$ cat src/hdl/lrla_pkg.sv
// Shared types, constants and the control store of the rest length actuator.
package lrla_pkg;

   localparam int LenW            = 31;
   localparam int DtW             = 17;
   localparam int FracW           = 16;
   localparam int VelW            = 32;
   localparam int DivW            = 48;
   localparam int DivDenW         = 31;
   localparam int DivBitsPerCycle = 2;
   localparam int DivSteps        = DivW / DivBitsPerCycle;
   localparam int DivCntW         = $clog2(DivSteps);
   localparam int PcW             = 5;
   localparam int CsrAddrW        = 5;
   localparam int CsrDataW        = 32;

   localparam logic OP_MOVE = 1'b0;
   localparam logic OP_TICK = 1'b1;

   localparam logic [LenW-1:0] RestLengthMax = {LenW{1'b1}};
   localparam logic [VelW-1:0] VelocityMax   = {1'b0, {(VelW-1){1'b1}}};
   localparam logic [VelW-1:0] VelocityMin   = {1'b1, {(VelW-1){1'b0}}};

   // Register reset values.
   localparam logic [LenW-1:0] TargetVelocityReset    = 31'd65536;
   localparam logic [LenW-1:0] MaxAccelReset          = 31'd65536;
   localparam logic [LenW-1:0] MaxTensionReset        = 31'd6553600;
   localparam logic [LenW-1:0] StiffnessReset         = 31'd65536;
   localparam logic [LenW-1:0] MinActualLengthReset   = 31'd0;
   localparam logic [LenW-1:0] MinRestLengthReset     = 31'd0;
   localparam logic [DtW-1:0]  TimeStepReset          = 17'd655;
   localparam logic [LenW-1:0] InitialRestLengthReset = 31'd65536;

   typedef enum logic [2:0] {
      CSR_TARGET_VELOCITY,
      CSR_MAX_ACCEL,
      CSR_MAX_TENSION,
      CSR_STIFFNESS,
      CSR_MIN_ACTUAL_LENGTH,
      CSR_MIN_REST_LENGTH,
      CSR_TIME_STEP,
      CSR_INITIAL_REST_LENGTH
   } csr_index_type;

   typedef struct packed {
      logic              op;
      logic signed [31:0] target_length;
      logic [LenW-1:0]   actual_length;
   } req_type;

   typedef struct packed {
      logic [LenW-1:0]    rest_length;
      logic signed [31:0] velocity;
      logic               error;
   } rsp_type;

   typedef struct packed {
      logic [LenW-1:0] target_velocity;
      logic [LenW-1:0] max_accel;
      logic [LenW-1:0] max_tension;
      logic [LenW-1:0] stiffness;
      logic [LenW-1:0] min_actual_length;
      logic [LenW-1:0] min_rest_length;
      logic [DtW-1:0]  time_step;
   } cfg_type;

   // Datapath operations, one per control word.
   typedef enum logic [4:0] {
      U_NOP,
      U_OUT_OK,
      U_OUT_ERR,
      U_MUL_STEP,
      U_MUL_VCHG,
      U_MUL_ASTEP,
      U_MUL_TEN,
      U_DIV_TEN,
      U_PREF_LOW,
      U_PREF_TGT,
      U_DIFF,
      U_BIG,
      U_DIV_DIFF,
      U_SMALL_TEST,
      U_SMALL_STEP,
      U_CLAMP,
      U_TDIFF,
      U_TICK_END
   } uop_type;

   // Sequencing: a true condition goes to dest, a false one to the next step.
   // The wait conditions hold the step until their event, then go to dest.
   typedef enum logic [3:0] {
      C_NEXT,
      C_JUMP,
      C_WAIT_REQ,
      C_WAIT_DIV,
      C_WAIT_OUT,
      C_IF_TICK,
      C_IF_NEG,
      C_IF_NO_TEN,
      C_IF_STILL,
      C_IF_SMALL
   } cond_type;

   typedef struct packed {
      uop_type        uop;
      cond_type       cond;
      logic [PcW-1:0] dest;
   } ctrl_word_type;

   typedef struct packed {
      uop_type uop;
      logic    accept;
   } ctrl_type;

   typedef struct packed {
      logic is_tick;
      logic is_neg;
      logic no_tension;
      logic no_motion;
      logic small_diff;
      logic div_busy;
      logic out_full;
   } status_type;

   localparam logic [PcW-1:0] A_IDLE       = 5'd0;
   localparam logic [PcW-1:0] A_CHK_TICK   = 5'd1;
   localparam logic [PcW-1:0] A_CHK_NEG    = 5'd2;
   localparam logic [PcW-1:0] A_MUL_STEP   = 5'd3;
   localparam logic [PcW-1:0] A_MUL_VCHG   = 5'd4;
   localparam logic [PcW-1:0] A_MUL_ASTEP  = 5'd5;
   localparam logic [PcW-1:0] A_MUL_TEN    = 5'd6;
   localparam logic [PcW-1:0] A_TEN_TEST   = 5'd7;
   localparam logic [PcW-1:0] A_DIV_TEN    = 5'd8;
   localparam logic [PcW-1:0] A_TEN_WAIT   = 5'd9;
   localparam logic [PcW-1:0] A_PREF_LOW   = 5'd10;
   localparam logic [PcW-1:0] A_PREF_TGT   = 5'd11;
   localparam logic [PcW-1:0] A_DIFF       = 5'd12;
   localparam logic [PcW-1:0] A_STILL_TEST = 5'd13;
   localparam logic [PcW-1:0] A_SIZE_TEST  = 5'd14;
   localparam logic [PcW-1:0] A_BIG        = 5'd15;
   localparam logic [PcW-1:0] A_DIV_DIFF   = 5'd16;
   localparam logic [PcW-1:0] A_DIFF_WAIT  = 5'd17;
   localparam logic [PcW-1:0] A_SMALL_TEST = 5'd18;
   localparam logic [PcW-1:0] A_SMALL_STEP = 5'd19;
   localparam logic [PcW-1:0] A_CLAMP      = 5'd20;
   localparam logic [PcW-1:0] A_OUT        = 5'd21;
   localparam logic [PcW-1:0] A_ERR        = 5'd22;
   localparam logic [PcW-1:0] A_TDIFF      = 5'd23;
   localparam logic [PcW-1:0] A_TDIV       = 5'd24;
   localparam logic [PcW-1:0] A_TWAIT      = 5'd25;
   localparam logic [PcW-1:0] A_TICK_END   = 5'd26;

   function automatic ctrl_word_type ucode_rom(input logic [PcW-1:0] pc);
      ctrl_word_type w;
      unique case (pc)
         A_IDLE:       w = '{U_NOP,        C_WAIT_REQ,  A_CHK_TICK};
         A_CHK_TICK:   w = '{U_NOP,        C_IF_TICK,   A_TDIFF};
         A_CHK_NEG:    w = '{U_NOP,        C_IF_NEG,    A_ERR};
         A_MUL_STEP:   w = '{U_MUL_STEP,   C_NEXT,      A_IDLE};
         A_MUL_VCHG:   w = '{U_MUL_VCHG,   C_NEXT,      A_IDLE};
         A_MUL_ASTEP:  w = '{U_MUL_ASTEP,  C_NEXT,      A_IDLE};
         A_MUL_TEN:    w = '{U_MUL_TEN,    C_NEXT,      A_IDLE};
         A_TEN_TEST:   w = '{U_NOP,        C_IF_NO_TEN, A_PREF_TGT};
         A_DIV_TEN:    w = '{U_DIV_TEN,    C_NEXT,      A_IDLE};
         A_TEN_WAIT:   w = '{U_NOP,        C_WAIT_DIV,  A_PREF_LOW};
         A_PREF_LOW:   w = '{U_PREF_LOW,   C_JUMP,      A_DIFF};
         A_PREF_TGT:   w = '{U_PREF_TGT,   C_NEXT,      A_IDLE};
         A_DIFF:       w = '{U_DIFF,       C_NEXT,      A_IDLE};
         A_STILL_TEST: w = '{U_NOP,        C_IF_STILL,  A_CLAMP};
         A_SIZE_TEST:  w = '{U_NOP,        C_IF_SMALL,  A_DIV_DIFF};
         A_BIG:        w = '{U_BIG,        C_JUMP,      A_CLAMP};
         A_DIV_DIFF:   w = '{U_DIV_DIFF,   C_NEXT,      A_IDLE};
         A_DIFF_WAIT:  w = '{U_NOP,        C_WAIT_DIV,  A_SMALL_TEST};
         A_SMALL_TEST: w = '{U_SMALL_TEST, C_NEXT,      A_IDLE};
         A_SMALL_STEP: w = '{U_SMALL_STEP, C_NEXT,      A_IDLE};
         A_CLAMP:      w = '{U_CLAMP,      C_NEXT,      A_IDLE};
         A_OUT:        w = '{U_OUT_OK,     C_WAIT_OUT,  A_IDLE};
         A_ERR:        w = '{U_OUT_ERR,    C_WAIT_OUT,  A_IDLE};
         A_TDIFF:      w = '{U_TDIFF,      C_NEXT,      A_IDLE};
         A_TDIV:       w = '{U_DIV_DIFF,   C_NEXT,      A_IDLE};
         A_TWAIT:      w = '{U_NOP,        C_WAIT_DIV,  A_TICK_END};
         A_TICK_END:   w = '{U_TICK_END,   C_JUMP,      A_OUT};
         default:      w = '{U_NOP,        C_JUMP,      A_IDLE};
      endcase
      return w;
   endfunction

endpackage

$ cat src/hdl/lrla_seq.sv
// Microcode sequencer: step counter, control store and branch logic.
module lrla_seq (
   input  logic                  clock,
   input  logic                  reset,
   input  logic                  req_valid,
   output logic                  req_ready,
   input  lrla_pkg::status_type  status,
   output lrla_pkg::ctrl_type    ctrl
);
   import lrla_pkg::*;

   logic [PcW-1:0] pc_ff, pc_in;
   ctrl_word_type  word;
   logic           held;
   logic           taken;

   assign word      = ucode_rom(pc_ff);
   assign req_ready = (word.cond == C_WAIT_REQ);

   always_comb begin
      held  = 1'b0;
      taken = 1'b0;
      unique case (word.cond)
         C_NEXT:      taken = 1'b0;
         C_JUMP:      taken = 1'b1;
         C_WAIT_REQ: begin
            held  = !req_valid;
            taken = 1'b1;
         end
         C_WAIT_DIV: begin
            held  = status.div_busy;
            taken = 1'b1;
         end
         C_WAIT_OUT: begin
            held  = status.out_full;
            taken = 1'b1;
         end
         C_IF_TICK:   taken = status.is_tick;
         C_IF_NEG:    taken = status.is_neg;
         C_IF_NO_TEN: taken = status.no_tension;
         C_IF_STILL:  taken = status.no_motion;
         C_IF_SMALL:  taken = status.small_diff;
         default:     taken = 1'b0;
      endcase
   end

   always_comb begin
      if (held) begin
         pc_in = pc_ff;
      end else if (taken) begin
         pc_in = word.dest;
      end else begin
         pc_in = pc_ff + 1'b1;
      end
   end

   // A held step issues no operation, so a result load waits for a free output.
   always_comb begin
      ctrl.uop    = held ? U_NOP : word.uop;
      ctrl.accept = req_valid && req_ready;
   end

   always_ff @(posedge clock) begin
      if (reset) begin
         pc_ff <= A_IDLE;
      end else begin
         pc_ff <= pc_in;
      end
   end

endmodule

$ cat config.mk
export PLATFORM = sky130hd
export DESIGN_NAME = lrla_seq
export DESIGN_NICKNAME = d
export VERILOG_FILES = /design/src/hdl/lrla_pkg.sv /design/src/hdl/lrla_seq.sv
export SDC_FILE = /design/constraint.sdc
export NUM_CORES = 1
export LEC_CHECK = 0
export ABC_CLOCK_PERIOD_IN_PS = 9200
export BUFFER_PORTS_ARGS = -buffer_cell sky130_fd_sc_hd__clkbuf_2
export CORE_UTILIZATION = 45
export DETAILED_ROUTE_END_ITERATION = 10
export HOLD_SLACK_MARGIN = 0.12
export PLACE_DENSITY = 0.75
export SLEW_MARGIN = 10
export SYNTH_ARGS = -nofsm -noshare
export SYNTH_HDL_FRONTEND = slang
export SYNTH_SLANG_ARGS = --single-unit
export TNS_END_PERCENT = 20
$ cat constraint.sdc
create_clock -name clock -period 9.2 [get_ports clock]
set_input_delay 1.84 -clock clock [delete_from_list [all_inputs] [get_ports clock]]
set_output_delay 1.84 -clock clock [all_outputs]
set_load 0.02 [all_outputs]
==> run_results.csv <==
group,metric,value,unit
status,status,"finished, final reports clean",
floorplan,core,0.00303,mm^2
timing,finalCritPeriodShare,53.9,%
cells_and_area,layout-drive-gt1-share,18.6,%
power,power,0.646,mW
hold_path,min_from,"pc_ff[0]",
drt,dr_total_vias,1321,
floorplan,initial_core_util,47.3,%
hold_path,hold_class,"flop to flop",
timing,layout_min_cycle_time,4.96,ns
synth,yosys-top-cells-area,"dfxtp_1, ha_1, buf_6",
cts,cts_hold_buf,0,
power,power_switching_share,51.3,%
cells_and_area,final_cell_area,0.00151,mm^2
synth,postSynthCellCount,167,
worst_setup_path,required,7.36,ns
cts,cts_buffer_depth,2,
place,port_buffers,16,
cts,cts_tree,"built",
worst_setup_path,critPathTopFamily,"compound AO/OA/AOI/OAI gates",
worst_setup_path,r2r-start,"word[7]",
worst_setup_path,startpoint,"req_valid",
timing,tns,0,ns
timing,slew_viol_final,0,
worst_setup_path,cp-start-kind,"primary input",
power,powerDensity,429,mW/mm^2
worst_setup_path,slowest_stage,"a21o_1",
cts,clock-root-buffer,"clkbuf_4",
hold_path,whs_endpoint,"pc_ff[0]",
drt,drt-initial-drc-count,94,
cts,ctsResizeCount,0,
timing,rsz0062_at_grt,"no",
cells_and_area,area_growth,5.07,%
synth,yosysMostFrequentCell,"dfxtp_1",
drt,dr.pass1.iters,4,
power,p_int,0.315,mW
worst_setup_path,ff2ff_setup_slack,5.73,ns
synth,synth-simple-area-share,25.3,%
worst_setup_path,cp_num_buf_inv,2,
worst_setup_path,path_cells,"clkbuf_2 > nor2b_1 > a211o_1 > a21o_1 > and2_1 > clkbuf_2",
worst_setup_path,arrival,3.12,ns
floorplan,io_pins,17,
global_route,grt_max_degree,19,
global_route,overflow,0,
power,ir_drop,0.000170,V
timing,max_slew_margin,61.3,%
floorplan,fp.dieH,58.4,um
cts,cts-htree-levels,1,
synth,synth-seq-cells,19,
place,dp_hpwl,2370,um
worst_setup_path,reg2reg_depth,12,
synth,ys_types,62,
global_route,grt_use_total,19.9,%
synth,synth_edf_count,0,
cells_and_area,nNetsFinal,193,
synth,yosys.area_share.adder,4.37,%
hold_path,hold_path_depth,2,
power,seq_power_share,21.1,%
place,dpl_cell_area,0.00148,mm^2
cts,clock_latency,0.29,ns
global_route,antenna_found_initial,0,
cells_and_area,fill_cells,274,
timing,worst_clock_skew,0.00272,ns
drt,drc,0,
worst_setup_path,r2r_end,"word[9]",
synth,synthArstFlopShare,0,%
synth,yosysSeqAreaShare,26.6,%
worst_setup_path,slowest_delay,0.38,ns
worst_setup_path,crit_fanout,15,
place,gp_congestion,0.964,
synth,syn_avg_cell_area,8.58,um^2
power,comb_power_share,72.3,%
synth,synth_compound_area_share,29.2,%
synth,synth_top_family_by_area,"compound AO/OA/AOI/OAI gates",
drt,ant_nets,0,
synth,ys_warn_count,0,
synth,synth_area,0.00143,mm^2
power,power_switching,0.331,mW
floorplan,row_count,20,
synth,synth_top_area_cell,"dfxtp_1",
power,p_clk_share,6.5,%
synth,synth_top_cell_area_share,26.6,%
timing,finalHoldViolations,0,
drt,vias_per_cell,5.98,
synth,synth-xor-area-share,1.22,%
synth,synth_common_cells,"dfxtp_1, nor2_1, a21oi_1, nand2_1, nand3_1",
cts,cts_setup_buffers,0,
cells_and_area,num_antenna_cells,0,
synth,dominantRegCellSynth,"dfxtp_1",
timing,clock.fmax,0.202,GHz
cts,cts.clk_slew.worst_paths,0.11,ns
worst_setup_path,critical_path_class,"primary input to output pin",
global_route,first_global_vias,1266,
synth,syn_nets,182,
power,leakagePower,0.613,nW
cts,clock-sinks,19,
worst_setup_path,critPathMostFrequentCell,"clkbuf_2",
cts,cts_buffers,3,
drt,routedWlPerCell,14.4,um
global_route,grt_pass1_wl,5410,um
timing,setup-violations-final,0,
synth,synthMuxAreaShare,4.80,%
drt,wl,3170,um
run,max_cap_viol_count,0,
timing,tightestPinTransition,0.581,ns
floorplan,die-area,0.00341,mm^2
worst_setup_path,end_kind,"output pin",
floorplan,die_x,58.4,um
==> sequential cells by signal (all words and copies together), names as in the netlist <==
register / count
pc_ff: 5
word: 14
==> worst reg2reg max path: stages, from the launching register on <==
cell      delay (ns)
dfxtp_1         0.44
nand2b_1        0.16
a211o_1         0.13
a21o_1          0.47
a21oi_1         0.22
a211oi_2        0.45
inv_1           0.15
ha_1            0.41
nor2_1          0.11
mux2_2          0.28
a32oi_1         0.14
a21oi_1         0.09
o32a_1          0.33
==> cells by family (layout without fill, tap and decap cells) <==
family,after synthesis,in the layout
muxes,5,5
xor gates and xnor gates,2,2
adders and majority gates,5,5
buffers and inverters,19,29
AOI/OAI and AO/OA,53,53
DFF,19,19
and+or+nand+nor,64,64
==> stage by stage <==
step	util [%]	worst slack, ns	cells	hold slack (ns)
2_1_floorplan	-	4.49	167	0.531
3_3_place_gp	48.8	4.29	217	0.565
3_5_place_dp	48.8	4.24	217	0.572
4_1_cts	49.7	4.24	221	0.590
5_1_grt	49.7	4.18	221	0.635
6_report	49.7	4.24	221	0.590
==> per-layer routing <==
| metal | GRT usage (%) | vias to the layer above | routed length (um) |
|---|---|---|---|
| li1 | - | 641 | - |
| met1 | 25.8 | 630 | 1410 |
| met2 | 34.3 | 46 | 1560 |
| met3 | 1.54 | 4 | 184 |
| met4 | 7.82 | 0 | 12 |
| met5 | 0 | - | 0 |
==> cells in the final DEF (no fill, tap or decap), types with 2 or more instances in the layout <==
cell type	count
o21ai_0	3
nor3_1	2
ha_1	5
nand3b_1	2
a32oi_1	2
and3_1	3
a31oi_1	3
o21ai_1	7
clkbuf_4	3
mux2i_1	2
a21o_1	3
o31ai_1	2
inv_1	7
nor2_1	13
o22ai_1	2
a21oi_1	10
a211oi_1	4
nor2b_1	2
and2_1	8
dfxtp_1	19
nand2_1	10
clkbuf_2	16
nand4_1	2
nor4_1	2
nand3_1	9
==> how the worst max path moves through the flow <==
| stage | to | slack, ns | cells past startpoint |
|---|---|---|---|
| 5_1_grt | ctrl[5] | 4.18 | 6 |
| 4_1_cts | ctrl[5] | 4.24 | 6 |
| 3_5_place_dp | ctrl[5] | 4.24 | 6 |
| 2_1_floorplan | ctrl[1] | 4.49 | 5 |
| 6_report | ctrl[5] | 4.24 | 6 |
| 3_3_place_gp | ctrl[4] | 4.29 | 6 |
==> cell type report <==
class	instances	area, um^2	area share, %
tap	44	55.1	3.66
clock buffer	4	26.3	1.75
timing repair buffer	16	80.1	5.32
sequential	19	380	25.3
inverter	9	33.8	2.24
multi-input combinational	129	930	61.8
==> power groups by stage <==
| stage | Clock [mW] | Sequential [mW] | Combinational [mW] |
|---|---|---|---|
| global placement | 0 | 0.137 | 0.449 |
| global route | 0.0468 | 0.141 | 0.509 |
| CTS | 0.0431 | 0.136 | 0.461 |
| floorplan | 0 | 0.130 | 0.423 |
| detailed placement | 0 | 0.138 | 0.459 |
| finish | 0.0422 | 0.137 | 0.467 |
No activity file was read; power rests on OpenSTA's default activity.
