$ cat config.mk
export PLATFORM = sky130hd
export DESIGN_NAME = lrla_dp
export DESIGN_NICKNAME = d
export VERILOG_FILES = /design/src/hdl/lrla_pkg.sv /design/src/hdl/lrla_div.sv /design/src/hdl/lrla_dp.sv
export SDC_FILE = /design/constraint.sdc
export NUM_CORES = 2
export LEC_CHECK = 0
export BUFFER_PORTS_ARGS = -buffer_cell sky130_fd_sc_hd__buf_2
export CORE_UTILIZATION = 65
export DETAILED_ROUTE_END_ITERATION = 10
export PLACE_DENSITY = 0.85
export SKIP_LAST_GASP = 1
export SLEW_MARGIN = 0
export SYNTH_ARGS = -nofsm -noshare
export SYNTH_HDL_FRONTEND = slang
export SYNTH_SLANG_ARGS = --single-unit
$ cat constraint.sdc
create_clock -name clock -period 15.66 [get_ports clock]
set_input_delay 0.783 -clock clock [delete_from_list [all_inputs] [get_ports clock]]
set_output_delay 0.783 -clock clock [all_outputs]
set_load 0.1 [all_outputs]
$ cat src/hdl/lrla_pkg.sv
// Shared types, constants and the control store of the rest length actuator.
package lrla_pkg;

   localparam int LenW            = 31;
   localparam int DtW             = 17;
   localparam int FracW           = 16;
   localparam int VelW            = 32;
   localparam int DivW            = 48;
   localparam int DivDenW         = 31;
   localparam int DivBitsPerCycle = 2;
   localparam int DivSteps        = DivW / DivBitsPerCycle;
   localparam int DivCntW         = $clog2(DivSteps);
   localparam int PcW             = 5;
   localparam int CsrAddrW        = 5;
   localparam int CsrDataW        = 32;

   localparam logic OP_MOVE = 1'b0;
   localparam logic OP_TICK = 1'b1;

   localparam logic [LenW-1:0] RestLengthMax = {LenW{1'b1}};
   localparam logic [VelW-1:0] VelocityMax   = {1'b0, {(VelW-1){1'b1}}};
   localparam logic [VelW-1:0] VelocityMin   = {1'b1, {(VelW-1){1'b0}}};

   // Register reset values.
   localparam logic [LenW-1:0] TargetVelocityReset    = 31'd65536;
   localparam logic [LenW-1:0] MaxAccelReset          = 31'd65536;
   localparam logic [LenW-1:0] MaxTensionReset        = 31'd6553600;
   localparam logic [LenW-1:0] StiffnessReset         = 31'd65536;
   localparam logic [LenW-1:0] MinActualLengthReset   = 31'd0;
   localparam logic [LenW-1:0] MinRestLengthReset     = 31'd0;
   localparam logic [DtW-1:0]  TimeStepReset          = 17'd655;
   localparam logic [LenW-1:0] InitialRestLengthReset = 31'd65536;

   typedef enum logic [2:0] {
      CSR_TARGET_VELOCITY,
      CSR_MAX_ACCEL,
      CSR_MAX_TENSION,
      CSR_STIFFNESS,
      CSR_MIN_ACTUAL_LENGTH,
      CSR_MIN_REST_LENGTH,
      CSR_TIME_STEP,
      CSR_INITIAL_REST_LENGTH
   } csr_index_type;

   typedef struct packed {
      logic              op;
      logic signed [31:0] target_length;
      logic [LenW-1:0]   actual_length;
   } req_type;

   typedef struct packed {
      logic [LenW-1:0]    rest_length;
      logic signed [31:0] velocity;
      logic               error;
   } rsp_type;

   typedef struct packed {
      logic [LenW-1:0] target_velocity;
      logic [LenW-1:0] max_accel;
      logic [LenW-1:0] max_tension;
      logic [LenW-1:0] stiffness;
      logic [LenW-1:0] min_actual_length;
      logic [LenW-1:0] min_rest_length;
      logic [DtW-1:0]  time_step;
   } cfg_type;

   // Datapath operations, one per control word.
   typedef enum logic [4:0] {
      U_NOP,
      U_OUT_OK,
      U_OUT_ERR,
      U_MUL_STEP,
      U_MUL_VCHG,
      U_MUL_ASTEP,
      U_MUL_TEN,
      U_DIV_TEN,
      U_PREF_LOW,
      U_PREF_TGT,
      U_DIFF,
      U_BIG,
      U_DIV_DIFF,
      U_SMALL_TEST,
      U_SMALL_STEP,
      U_CLAMP,
      U_TDIFF,
      U_TICK_END
   } uop_type;

   // Sequencing: a true condition goes to dest, a false one to the next step.
   // The wait conditions hold the step until their event, then go to dest.
   typedef enum logic [3:0] {
      C_NEXT,
      C_JUMP,
      C_WAIT_REQ,
      C_WAIT_DIV,
      C_WAIT_OUT,
      C_IF_TICK,
      C_IF_NEG,
      C_IF_NO_TEN,
      C_IF_STILL,
      C_IF_SMALL
   } cond_type;

   typedef struct packed {
      uop_type        uop;
      cond_type       cond;
      logic [PcW-1:0] dest;
   } ctrl_word_type;

   typedef struct packed {
      uop_type uop;
      logic    accept;
   } ctrl_type;

   typedef struct packed {
      logic is_tick;
      logic is_neg;
      logic no_tension;
      logic no_motion;
      logic small_diff;
      logic div_busy;
      logic out_full;
   } status_type;

   localparam logic [PcW-1:0] A_IDLE       = 5'd0;
   localparam logic [PcW-1:0] A_CHK_TICK   = 5'd1;
   localparam logic [PcW-1:0] A_CHK_NEG    = 5'd2;
   localparam logic [PcW-1:0] A_MUL_STEP   = 5'd3;
   localparam logic [PcW-1:0] A_MUL_VCHG   = 5'd4;
   localparam logic [PcW-1:0] A_MUL_ASTEP  = 5'd5;
   localparam logic [PcW-1:0] A_MUL_TEN    = 5'd6;
   localparam logic [PcW-1:0] A_TEN_TEST   = 5'd7;
   localparam logic [PcW-1:0] A_DIV_TEN    = 5'd8;
   localparam logic [PcW-1:0] A_TEN_WAIT   = 5'd9;
   localparam logic [PcW-1:0] A_PREF_LOW   = 5'd10;
   localparam logic [PcW-1:0] A_PREF_TGT   = 5'd11;
   localparam logic [PcW-1:0] A_DIFF       = 5'd12;
   localparam logic [PcW-1:0] A_STILL_TEST = 5'd13;
   localparam logic [PcW-1:0] A_SIZE_TEST  = 5'd14;
   localparam logic [PcW-1:0] A_BIG        = 5'd15;
   localparam logic [PcW-1:0] A_DIV_DIFF   = 5'd16;
   localparam logic [PcW-1:0] A_DIFF_WAIT  = 5'd17;
   localparam logic [PcW-1:0] A_SMALL_TEST = 5'd18;
   localparam logic [PcW-1:0] A_SMALL_STEP = 5'd19;
   localparam logic [PcW-1:0] A_CLAMP      = 5'd20;
   localparam logic [PcW-1:0] A_OUT        = 5'd21;
   localparam logic [PcW-1:0] A_ERR        = 5'd22;
   localparam logic [PcW-1:0] A_TDIFF      = 5'd23;
   localparam logic [PcW-1:0] A_TDIV       = 5'd24;
   localparam logic [PcW-1:0] A_TWAIT      = 5'd25;
   localparam logic [PcW-1:0] A_TICK_END   = 5'd26;

   function automatic ctrl_word_type ucode_rom(input logic [PcW-1:0] pc);
      ctrl_word_type w;
      unique case (pc)
         A_IDLE:       w = '{U_NOP,        C_WAIT_REQ,  A_CHK_TICK};
         A_CHK_TICK:   w = '{U_NOP,        C_IF_TICK,   A_TDIFF};
         A_CHK_NEG:    w = '{U_NOP,        C_IF_NEG,    A_ERR};
         A_MUL_STEP:   w = '{U_MUL_STEP,   C_NEXT,      A_IDLE};
         A_MUL_VCHG:   w = '{U_MUL_VCHG,   C_NEXT,      A_IDLE};
         A_MUL_ASTEP:  w = '{U_MUL_ASTEP,  C_NEXT,      A_IDLE};
         A_MUL_TEN:    w = '{U_MUL_TEN,    C_NEXT,      A_IDLE};
         A_TEN_TEST:   w = '{U_NOP,        C_IF_NO_TEN, A_PREF_TGT};
         A_DIV_TEN:    w = '{U_DIV_TEN,    C_NEXT,      A_IDLE};
         A_TEN_WAIT:   w = '{U_NOP,        C_WAIT_DIV,  A_PREF_LOW};
         A_PREF_LOW:   w = '{U_PREF_LOW,   C_JUMP,      A_DIFF};
         A_PREF_TGT:   w = '{U_PREF_TGT,   C_NEXT,      A_IDLE};
         A_DIFF:       w = '{U_DIFF,       C_NEXT,      A_IDLE};
         A_STILL_TEST: w = '{U_NOP,        C_IF_STILL,  A_CLAMP};
         A_SIZE_TEST:  w = '{U_NOP,        C_IF_SMALL,  A_DIV_DIFF};
         A_BIG:        w = '{U_BIG,        C_JUMP,      A_CLAMP};
         A_DIV_DIFF:   w = '{U_DIV_DIFF,   C_NEXT,      A_IDLE};
         A_DIFF_WAIT:  w = '{U_NOP,        C_WAIT_DIV,  A_SMALL_TEST};
         A_SMALL_TEST: w = '{U_SMALL_TEST, C_NEXT,      A_IDLE};
         A_SMALL_STEP: w = '{U_SMALL_STEP, C_NEXT,      A_IDLE};
         A_CLAMP:      w = '{U_CLAMP,      C_NEXT,      A_IDLE};
         A_OUT:        w = '{U_OUT_OK,     C_WAIT_OUT,  A_IDLE};
         A_ERR:        w = '{U_OUT_ERR,    C_WAIT_OUT,  A_IDLE};
         A_TDIFF:      w = '{U_TDIFF,      C_NEXT,      A_IDLE};
         A_TDIV:       w = '{U_DIV_DIFF,   C_NEXT,      A_IDLE};
         A_TWAIT:      w = '{U_NOP,        C_WAIT_DIV,  A_TICK_END};
         A_TICK_END:   w = '{U_TICK_END,   C_JUMP,      A_OUT};
         default:      w = '{U_NOP,        C_JUMP,      A_IDLE};
      endcase
      return w;
   endfunction

endpackage

$ cat src/hdl/lrla_div.sv
// Shared unsigned restoring divider, two quotient bits per cycle.
module lrla_div (
   input  logic                           clock,
   input  logic                           reset,
   input  logic                           start,
   input  logic [lrla_pkg::DivW-1:0]      dividend,
   input  logic [lrla_pkg::DivDenW-1:0]   divisor,
   output logic                           busy,
   output logic [lrla_pkg::DivW-1:0]      quotient
);
   import lrla_pkg::*;

   logic [DivW-1:0]    quo_ff, quo_in;
   logic [DivDenW:0]   rem_ff, rem_in;
   logic [DivDenW-1:0] den_ff, den_in;
   logic [DivCntW-1:0] cnt_ff, cnt_in;
   logic               busy_ff, busy_in;

   // The dividend shifts out of the top of quo_ff while quotient bits enter below.
   always_comb begin
      quo_in  = quo_ff;
      rem_in  = rem_ff;
      den_in  = den_ff;
      cnt_in  = cnt_ff;
      busy_in = busy_ff;
      if (start) begin
         quo_in  = dividend;
         rem_in  = '0;
         den_in  = divisor;
         cnt_in  = '0;
         busy_in = 1'b1;
      end else if (busy_ff) begin
         for (int i = 0; i < DivBitsPerCycle; i++) begin
            rem_in = {rem_in[DivDenW-1:0], quo_in[DivW-1]};
            quo_in = {quo_in[DivW-2:0], 1'b0};
            if (rem_in >= {1'b0, den_ff}) begin
               rem_in    = rem_in - {1'b0, den_ff};
               quo_in[0] = 1'b1;
            end
         end
         if (cnt_ff == DivCntW'(DivSteps - 1)) begin
            busy_in = 1'b0;
         end
         cnt_in = cnt_ff + 1'b1;
      end
   end

   always_ff @(posedge clock) begin
      if (reset) begin
         busy_ff <= 1'b0;
         cnt_ff  <= '0;
      end else begin
         busy_ff <= busy_in;
         cnt_ff  <= cnt_in;
      end
   end

   always_ff @(posedge clock) begin
      quo_ff <= quo_in;
      rem_ff <= rem_in;
      den_ff <= den_in;
   end

   assign busy     = busy_ff;
   assign quotient = quo_ff;

endmodule

$ cat src/hdl/lrla_dp.sv
// Datapath: multiplier, divider, state registers and the result register.
module lrla_dp (
   input  logic                  clock,
   input  logic                  reset,
   input  lrla_pkg::ctrl_type    ctrl,
   input  lrla_pkg::req_type     req_data,
   input  lrla_pkg::cfg_type     cfg,
   output lrla_pkg::status_type  status,
   output logic                  rsp_valid,
   input  logic                  rsp_ready,
   output lrla_pkg::rsp_type     rsp_data
);
   import lrla_pkg::*;

   req_type            item_ff, item_in;
   logic [63:0]        prod_ff, prod_in;
   logic [31:0]        step_ff, step_in;
   logic [31:0]        vchg_ff, vchg_in;
   logic [32:0]        astep_ff, astep_in;
   logic [LenW-1:0]    pref_ff, pref_in;
   logic signed [31:0] diff_ff, diff_in;
   logic signed [34:0] r_ff, r_in;
   logic               flag_ff, flag_in;
   logic [LenW-1:0]    rest_ff, rest_in;
   logic [LenW-1:0]    last_rest_ff, last_rest_in;
   logic signed [31:0] lv_ff, lv_in;
   rsp_type            rsp_ff, rsp_in;
   logic               rsp_valid_ff, rsp_valid_in;

   logic [DtW-1:0]     dt_eff;
   logic [LenW-1:0]    k_eff;
   logic [LenW-1:0]    dpos;
   logic [32:0]        mul_a;
   logic [30:0]        mul_b;
   logic [63:0]        mul_p;

   logic               div_start;
   logic [DivW-1:0]    div_dividend;
   logic [DivDenW-1:0] div_divisor;
   logic               div_busy;
   logic [DivW-1:0]    quo;

   logic               diff_neg;
   logic               diff_pos;
   logic [31:0]        diff_mag;
   logic signed [34:0] rest_s;
   logic signed [33:0] stv;
   logic signed [33:0] dv;
   logic [33:0]        dv_mag;
   logic [32:0]        big_sel;
   logic signed [34:0] big_delta;
   logic signed [48:0] qs;
   logic signed [49:0] qv;
   logic [49:0]        qv_mag;
   logic signed [34:0] astep_pos;
   logic signed [34:0] astep_neg;
   logic signed [34:0] small_delta;
   logic [LenW-1:0]    clamped;
   logic [VelW-1:0]    vel_sat;

   assign dt_eff = (cfg.time_step == '0) ? DtW'(1) : cfg.time_step;
   assign k_eff  = (cfg.stiffness == '0) ? LenW'(1) : cfg.stiffness;

   // Target is known to be nonnegative on the move path.
   assign dpos = (item_ff.actual_length > item_ff.target_length[LenW-1:0]) ?
                 item_ff.actual_length - item_ff.target_length[LenW-1:0] : '0;

   always_comb begin
      case (ctrl.uop)
         U_MUL_STEP: begin
            mul_a = {2'b0, cfg.target_velocity};
            mul_b = {14'b0, dt_eff};
         end
         U_MUL_VCHG: begin
            mul_a = {2'b0, cfg.max_accel};
            mul_b = {14'b0, dt_eff};
         end
         U_MUL_ASTEP: begin
            mul_a = {1'b0, prod_ff[FracW +: 32]};
            mul_b = {14'b0, dt_eff};
         end
         default: begin
            mul_a = {2'b0, dpos};
            mul_b = k_eff;
         end
      endcase
   end

   assign mul_p = {31'b0, mul_a} * {33'b0, mul_b};

   assign div_start = (ctrl.uop == U_DIV_TEN) || (ctrl.uop == U_DIV_DIFF);

   always_comb begin
      if (ctrl.uop == U_DIV_TEN) begin
         div_dividend = {1'b0, cfg.max_tension, {FracW{1'b0}}};
         div_divisor  = k_eff;
      end else begin
         div_dividend = {1'b0, diff_mag[LenW-1:0], {FracW{1'b0}}};
         div_divisor  = {14'b0, dt_eff};
      end
   end

   lrla_div u_div (
      .clock    (clock),
      .reset    (reset),
      .start    (div_start),
      .dividend (div_dividend),
      .divisor  (div_divisor),
      .busy     (div_busy),
      .quotient (quo)
   );

   assign diff_neg = diff_ff[31];
   assign diff_pos = !diff_ff[31] && (diff_ff != '0);
   assign diff_mag = diff_neg ? $unsigned(-diff_ff) : $unsigned(diff_ff);
   assign rest_s   = $signed({4'b0, rest_ff});

   // Large step: the velocity step, or the acceleration step when the speed
   // change against the last velocity is too big.
   assign stv     = diff_neg ? -$signed({3'b0, cfg.target_velocity})
                             : $signed({3'b0, cfg.target_velocity});
   assign dv      = stv - $signed({{2{lv_ff[31]}}, lv_ff});
   assign dv_mag  = dv[33] ? $unsigned(-dv) : $unsigned(dv);
   assign big_sel = (dv_mag > {2'b0, vchg_ff}) ? astep_ff : {1'b0, step_ff};
   assign big_delta = diff_neg ? -$signed({2'b0, big_sel}) : $signed({2'b0, big_sel});

   // Signed quotient of the difference over the control period.
   assign qs     = diff_neg ? -$signed({1'b0, quo}) : $signed({1'b0, quo});
   assign qv     = $signed({qs[48], qs}) - $signed({{18{lv_ff[31]}}, lv_ff});
   assign qv_mag = qv[49] ? $unsigned(-qv) : $unsigned(qv);

   assign astep_pos = $signed({2'b0, astep_ff});
   assign astep_neg = -astep_pos;

   always_comb begin
      if (!flag_ff) begin
         small_delta = $signed({{3{diff_ff[31]}}, diff_ff});
      end else if (diff_ff != '0) begin
         small_delta = diff_neg ? astep_neg : astep_pos;
      end else if (lv_ff > 0) begin
         small_delta = astep_neg;
      end else if (lv_ff < 0) begin
         small_delta = astep_pos;
      end else begin
         small_delta = '0;
      end
   end

   always_comb begin
      if (r_ff < $signed({4'b0, cfg.min_rest_length})) begin
         clamped = cfg.min_rest_length;
      end else if (r_ff > $signed({4'b0, RestLengthMax})) begin
         clamped = RestLengthMax;
      end else begin
         clamped = r_ff[LenW-1:0];
      end
   end

   always_comb begin
      if (qs[48:31] == {18{qs[48]}}) begin
         vel_sat = qs[31:0];
      end else begin
         vel_sat = qs[48] ? VelocityMin : VelocityMax;
      end
   end

   always_comb begin
      item_in      = item_ff;
      prod_in      = prod_ff;
      step_in      = step_ff;
      vchg_in      = vchg_ff;
      astep_in     = astep_ff;
      pref_in      = pref_ff;
      diff_in      = diff_ff;
      r_in         = r_ff;
      flag_in      = flag_ff;
      rest_in      = rest_ff;
      last_rest_in = last_rest_ff;
      lv_in        = lv_ff;
      rsp_in       = rsp_ff;
      rsp_valid_in = rsp_valid_ff;
      if (ctrl.accept) begin
         item_in = req_data;
      end
      if (rsp_valid_ff && rsp_ready) begin
         rsp_valid_in = 1'b0;
      end
      case (ctrl.uop) inside
         U_MUL_STEP: prod_in = mul_p;
         U_MUL_VCHG: begin
            step_in = prod_ff[FracW +: 32];
            prod_in = mul_p;
         end
         U_MUL_ASTEP: begin
            vchg_in = prod_ff[FracW +: 32];
            prod_in = mul_p;
         end
         U_MUL_TEN: begin
            astep_in = prod_ff[FracW +: 33];
            prod_in  = mul_p;
         end
         U_PREF_LOW: pref_in = item_ff.actual_length - quo[LenW-1:0];
         U_PREF_TGT: pref_in = item_ff.target_length[LenW-1:0];
         U_DIFF: begin
            diff_in = $signed({1'b0, pref_ff}) - $signed({1'b0, rest_ff});
            r_in    = rest_s;
         end
         U_BIG:        r_in    = rest_s + big_delta;
         U_SMALL_TEST: flag_in = (qv_mag > {18'b0, vchg_ff});
         U_SMALL_STEP: r_in    = rest_s + small_delta;
         U_CLAMP:      rest_in = clamped;
         U_TDIFF:      diff_in = $signed({1'b0, rest_ff}) - $signed({1'b0, last_rest_ff});
         U_TICK_END: begin
            lv_in        = vel_sat;
            last_rest_in = rest_ff;
         end
         U_OUT_OK, U_OUT_ERR: begin
            rsp_in.rest_length = rest_ff;
            rsp_in.velocity    = lv_ff;
            rsp_in.error       = (ctrl.uop == U_OUT_ERR);
            rsp_valid_in       = 1'b1;
         end
         default: ;
      endcase
   end

   always_ff @(posedge clock) begin
      if (reset) begin
         rest_ff      <= InitialRestLengthReset;
         last_rest_ff <= InitialRestLengthReset;
         lv_ff        <= '0;
         rsp_valid_ff <= 1'b0;
      end else begin
         rest_ff      <= rest_in;
         last_rest_ff <= last_rest_in;
         lv_ff        <= lv_in;
         rsp_valid_ff <= rsp_valid_in;
      end
   end

   always_ff @(posedge clock) begin
      item_ff  <= item_in;
      prod_ff  <= prod_in;
      step_ff  <= step_in;
      vchg_ff  <= vchg_in;
      astep_ff <= astep_in;
      pref_ff  <= pref_in;
      diff_ff  <= diff_in;
      r_ff     <= r_in;
      flag_ff  <= flag_in;
      rsp_ff   <= rsp_in;
   end

   always_comb begin
      status.is_tick    = (item_ff.op == OP_TICK);
      status.is_neg     = item_ff.target_length[31];
      status.no_tension = (prod_ff <= {17'b0, cfg.max_tension, {FracW{1'b0}}});
      status.no_motion  = !(item_ff.actual_length > cfg.min_actual_length) && !diff_pos;
      status.small_diff = (diff_mag <= step_ff);
      status.div_busy   = div_busy;
      status.out_full   = rsp_valid_ff;
   end

   assign rsp_valid = rsp_valid_ff;
   assign rsp_data  = rsp_ff;

endmodule

==> summary.md <==
The max capacitance violation total came out at 0. The number of antenna violations at the first check in global routing is 34. The tools report the warning count from the yosys run as 0.

In the post-synthesis netlist, the biggest area contributors are fa_1 22%, edfxtp_1 17%, ha_1 12%. The logs give 1.07 for the placer congestion estimate and 71.8k for the via count. Of all nets on the critical path, the largest fanout is 8.

The fmax came out at 69.5 MHz. The H-tree was split into 3 levels. The flow ran to the end, but the final reports show violations. The area growth from synthesis to layout was 7.61%; the final critical delay including setup and external delays was 14.39 ns. The count of unresolved DRC violations after routing is 48. The fraction of registers with async set or reset after synthesis is 0%. Measured along the y axis, the die boundary spans 354 um. The clock tree buffer depth came out at 3. Global routing used 44.4% of the available tracks. Cell area after technology mapping: 80700 um^2. The detail route stage leaves a number of antenna-violating nets equal to 0. The flop and latch count out of synthesis was 599. The endpoint identified for the worst register-to-register timing path is prod_ff[58]$_DFFE_PP_. The part of the cycle the worst path needs works out to 91.9%. Headroom to the max-slew limit came out at 13.2%. The worst setup path is captured at a flip-flop. The kind of cell with the highest combined delay along the critical path is compound AO/OA/AOI/OAI gates. Buffers inserted during clock tree synthesis total 72. The top flip-flop cell by instance count after synthesis was edfxtp_1. The critical path contains buffers and inverters numbering 5 combined.

Entering global routing, the biggest net connects 109 pins. TritonCTS built the clock tree. Counting distinct cell types in the post-synthesis netlist gives 98. Number of instances resized during post-cts repair: 0. The tools report the critical path launch point type as a flip-flop. 348 I/O pins were placed.

Master cell of the clock root buffer: clkbuf_16. The cell repeated most along the worst path is fa_1. Most common cell after layout, fill and taps aside: nand2_1.

After detailed routing, the average wire length per cell comes to 25.0 um. The setup slack of the worst register-to-register path is 1.27 ns. The routed design has 280 mm of wire. In this run the cell area measured after placement is 84300 um^2.

Of the post-synthesis cell area, the dominant cell type holds 21.7%. Data on the critical path arrives at its endpoint at 14.85 ns. The number of cells on the worst reg-to-reg path is 46. Mean cell area of the mapped netlist: 8.70 um^2. During placement, the flow inserted port buffers numbering 347. After legalization and detailed placement, the total HPWL measured 226 mm. The top cell type by total area after synthesis was fa_1. The detailed router finished its first iteration with 8946 violations. The worst setup path is of the flip-flop to flip-flop kind. The number of cells traversed by the worst hold path is 1, and the clock transition at the register clock pins on the worst setup and hold paths after CTS is 0.07 ns. The largest single stage delay on the critical path is 0.86 ns. The area of all placed cells without fillers was 86800 um^2; the max-slew violation count was 0. Among all stages on the critical path, the largest delay is contributed by a31oi_1. The initialized floorplan defines 128 standard-cell rows. The library cells used most frequently in the layout, excluding fill and tap cells, are 1446 x nand2_1, 1344 x inv_1, 876 x fa_1, 756 x ha_1, 485 x a21oi_1. The area of the placeable core is 123000 um^2, and the required time of the worst setup path is 16.12 ns. The tools report the clock latency at the later pin of the worst-skew pair as 0.71 ns.

The sequential area share after synthesis was 20.7%. Setup repair after global routing left no endpoint under its margin. Summed over all layers, the global routing overflow is 0.

The logs give 0 for the final hold violation count and 126000 um^2 for the die area. The min-delay analysis places its worst path in the category input port to flip-flop. The logs give 11.4k for the number of nets in the layout and 0 ns for the setup TNS after final layout.

For the number of global-route vias before repair, the log shows 70.8k. The hold-fix buffer count after cts is 0. The source of the worst register-to-register timing path is item_ff[0]$_DFFE_PP_.

In this run the horizontal extent of the chip is 354 um. The checks that failed: DRC. Origin of the worst min-delay path: req_data[20]. The worst hold path terminates at item_ff[20]$_DFFE_PP_.

The filler cells instantiated in the layout total 9362. The first detailed-routing pass ran for 11 iterations. For the worst hold margin, the log shows 0.243 ns.

Setup violations remaining at the end of the flow were counted as 0. Post-synthesis cell count: 9274. The synthesized design contains 467 enable-type register cells. Once the floorplan was initialized, standard cells occupied 65.8% of the core.

The first-pass GRT wire length is 421 mm. At the pin with the least slew margin, the transition time is 1.30 ns. The share of post-route cells with drive strength above 1 was 7.64%. Between clock sinks in the finished design, the worst skew comes to 0.0493 ns. The number of setup buffers added after CTS came out at 0.

The number of clock sinks was 599; the detail-routed via count per cell was 6.43.
final cells by class:
| type | instances | area (um^2) | area share (%) |
|---|---|---|---|
| antenna | 18 | 45.0 | 0.0519 |
| clock buffer | 84 | 1890 | 2.18 |
| clock inverter | 45 | 588 | 0.677 |
| inverter | 1346 | 5050 | 5.82 |
| multi-input combinational | 6973 | 57800 | 66.6 |
| sequential | 599 | 16700 | 19.2 |
| tap | 1625 | 2030 | 2.34 |
| timing repair buffer | 480 | 2750 | 3.17 |
worst reg2reg max path: cells and delay by family, from the launching register on:
family,cells,cell delay (ns)
AOI/OAI and AO/OA,20,6.16
adders and majority gates,11,5.20
xor gates and xnor gates,1,0.07
and+or+nand+nor,9,1.76
buffers and inverters,5,0.58
DFF,1,0.36
cells by family (layout without fill, tap and decap cells):
family | count (synthesis) | count (layout) | synth area share (%)
AND/OR/NAND/NOR | 2963 | 2963 | 16.9
adder cells (fa/ha/maj) | 1632 | 1632 | 33.5
multiplexers | 76 | 76 | 1.01
XOR/XNOR | 525 | 525 | 5.70
AO/OA/AOI/OAI | 1762 | 1762 | 14.2
buffers and inverters | 1715 | 1955 | 8.03
other | 2 | 33 | 0.00931
flip-flops | 599 | 599 | 20.7
flip-flops by register name (all words and copies together) (netlist names), 33 cells and up:
name,cells
prod_ff,64
r_ff,35
u_div.quotient,48
item_ff,62
astep_ff,33
rsp_data,64
layer usage:
| layer | GRT usage (%) | vias to the layer above | share of wire, % |
|---|---|---|---|
| met1 | 53.7 | 34600 | 36 |
| met2 | 67.7 | 4480 | 43 |
| li1 | - | 31600 | - |
| met5 | 1.43 | - | 0.18 |
| met4 | 26.9 | 36 | 7.5 |
| met3 | 16.1 | 1091 | 13 |
cells in the mapped netlist (all sizes together) (61+ instances only):
library cell,count
a31oi,61
dfxtp,132
fa,876
o21a,67
or3,69
xnor2,348
nand3,96
nor2b,118
nand2b,105
inv,1346
ha,756
nor3,170
a21oi,490
clkbuf,336
a21o,159
nor4,77
and3,76
nand4,93
xor2,177
nor2,461
o21ai,396
nand2,1447
o31ai,78
edfxtp,467
and2,124
worst max-delay path by stage:
| stage | slack, ns | endpoint | startpoint | depth (start not counted) |
|---|---|---|---|---|
| 2_1_floorplan | 3.32 | r_ff[31]$_SDFFCE_PP0P_ | cfg[174] | 55 |
| 3_3_place_gp | 2.05 | prod_ff[58]$_DFFE_PP_ | item_ff[0]$_DFFE_PP_ | 46 |
| 3_5_place_dp | 1.79 | prod_ff[58]$_DFFE_PP_ | item_ff[0]$_DFFE_PP_ | 46 |
| 4_1_cts | 1.75 | prod_ff[58]$_DFFE_PP_ | item_ff[0]$_DFFE_PP_ | 46 |
| 5_1_grt | 0.89 | prod_ff[58]$_DFFE_PP_ | item_ff[0]$_DFFE_PP_ | 48 |
| 6_report | 1.27 | prod_ff[58]$_DFFE_PP_ | item_ff[0]$_DFFE_PP_ | 46 |
through the flow:
stage               worst slack [ns]  instances  utilization, %
global placement                2.05      11000            68.8
floorplan                       3.32       9287               -
finish                          1.27      11200            70.8
global route                   0.895      11200            70.8
detailed placement              1.79      11000            68.8
CTS                             1.75      11200            70.8
Power is not shown: default switching activity piles up to over one toggle a cycle in this logic, so the estimate is an artifact.
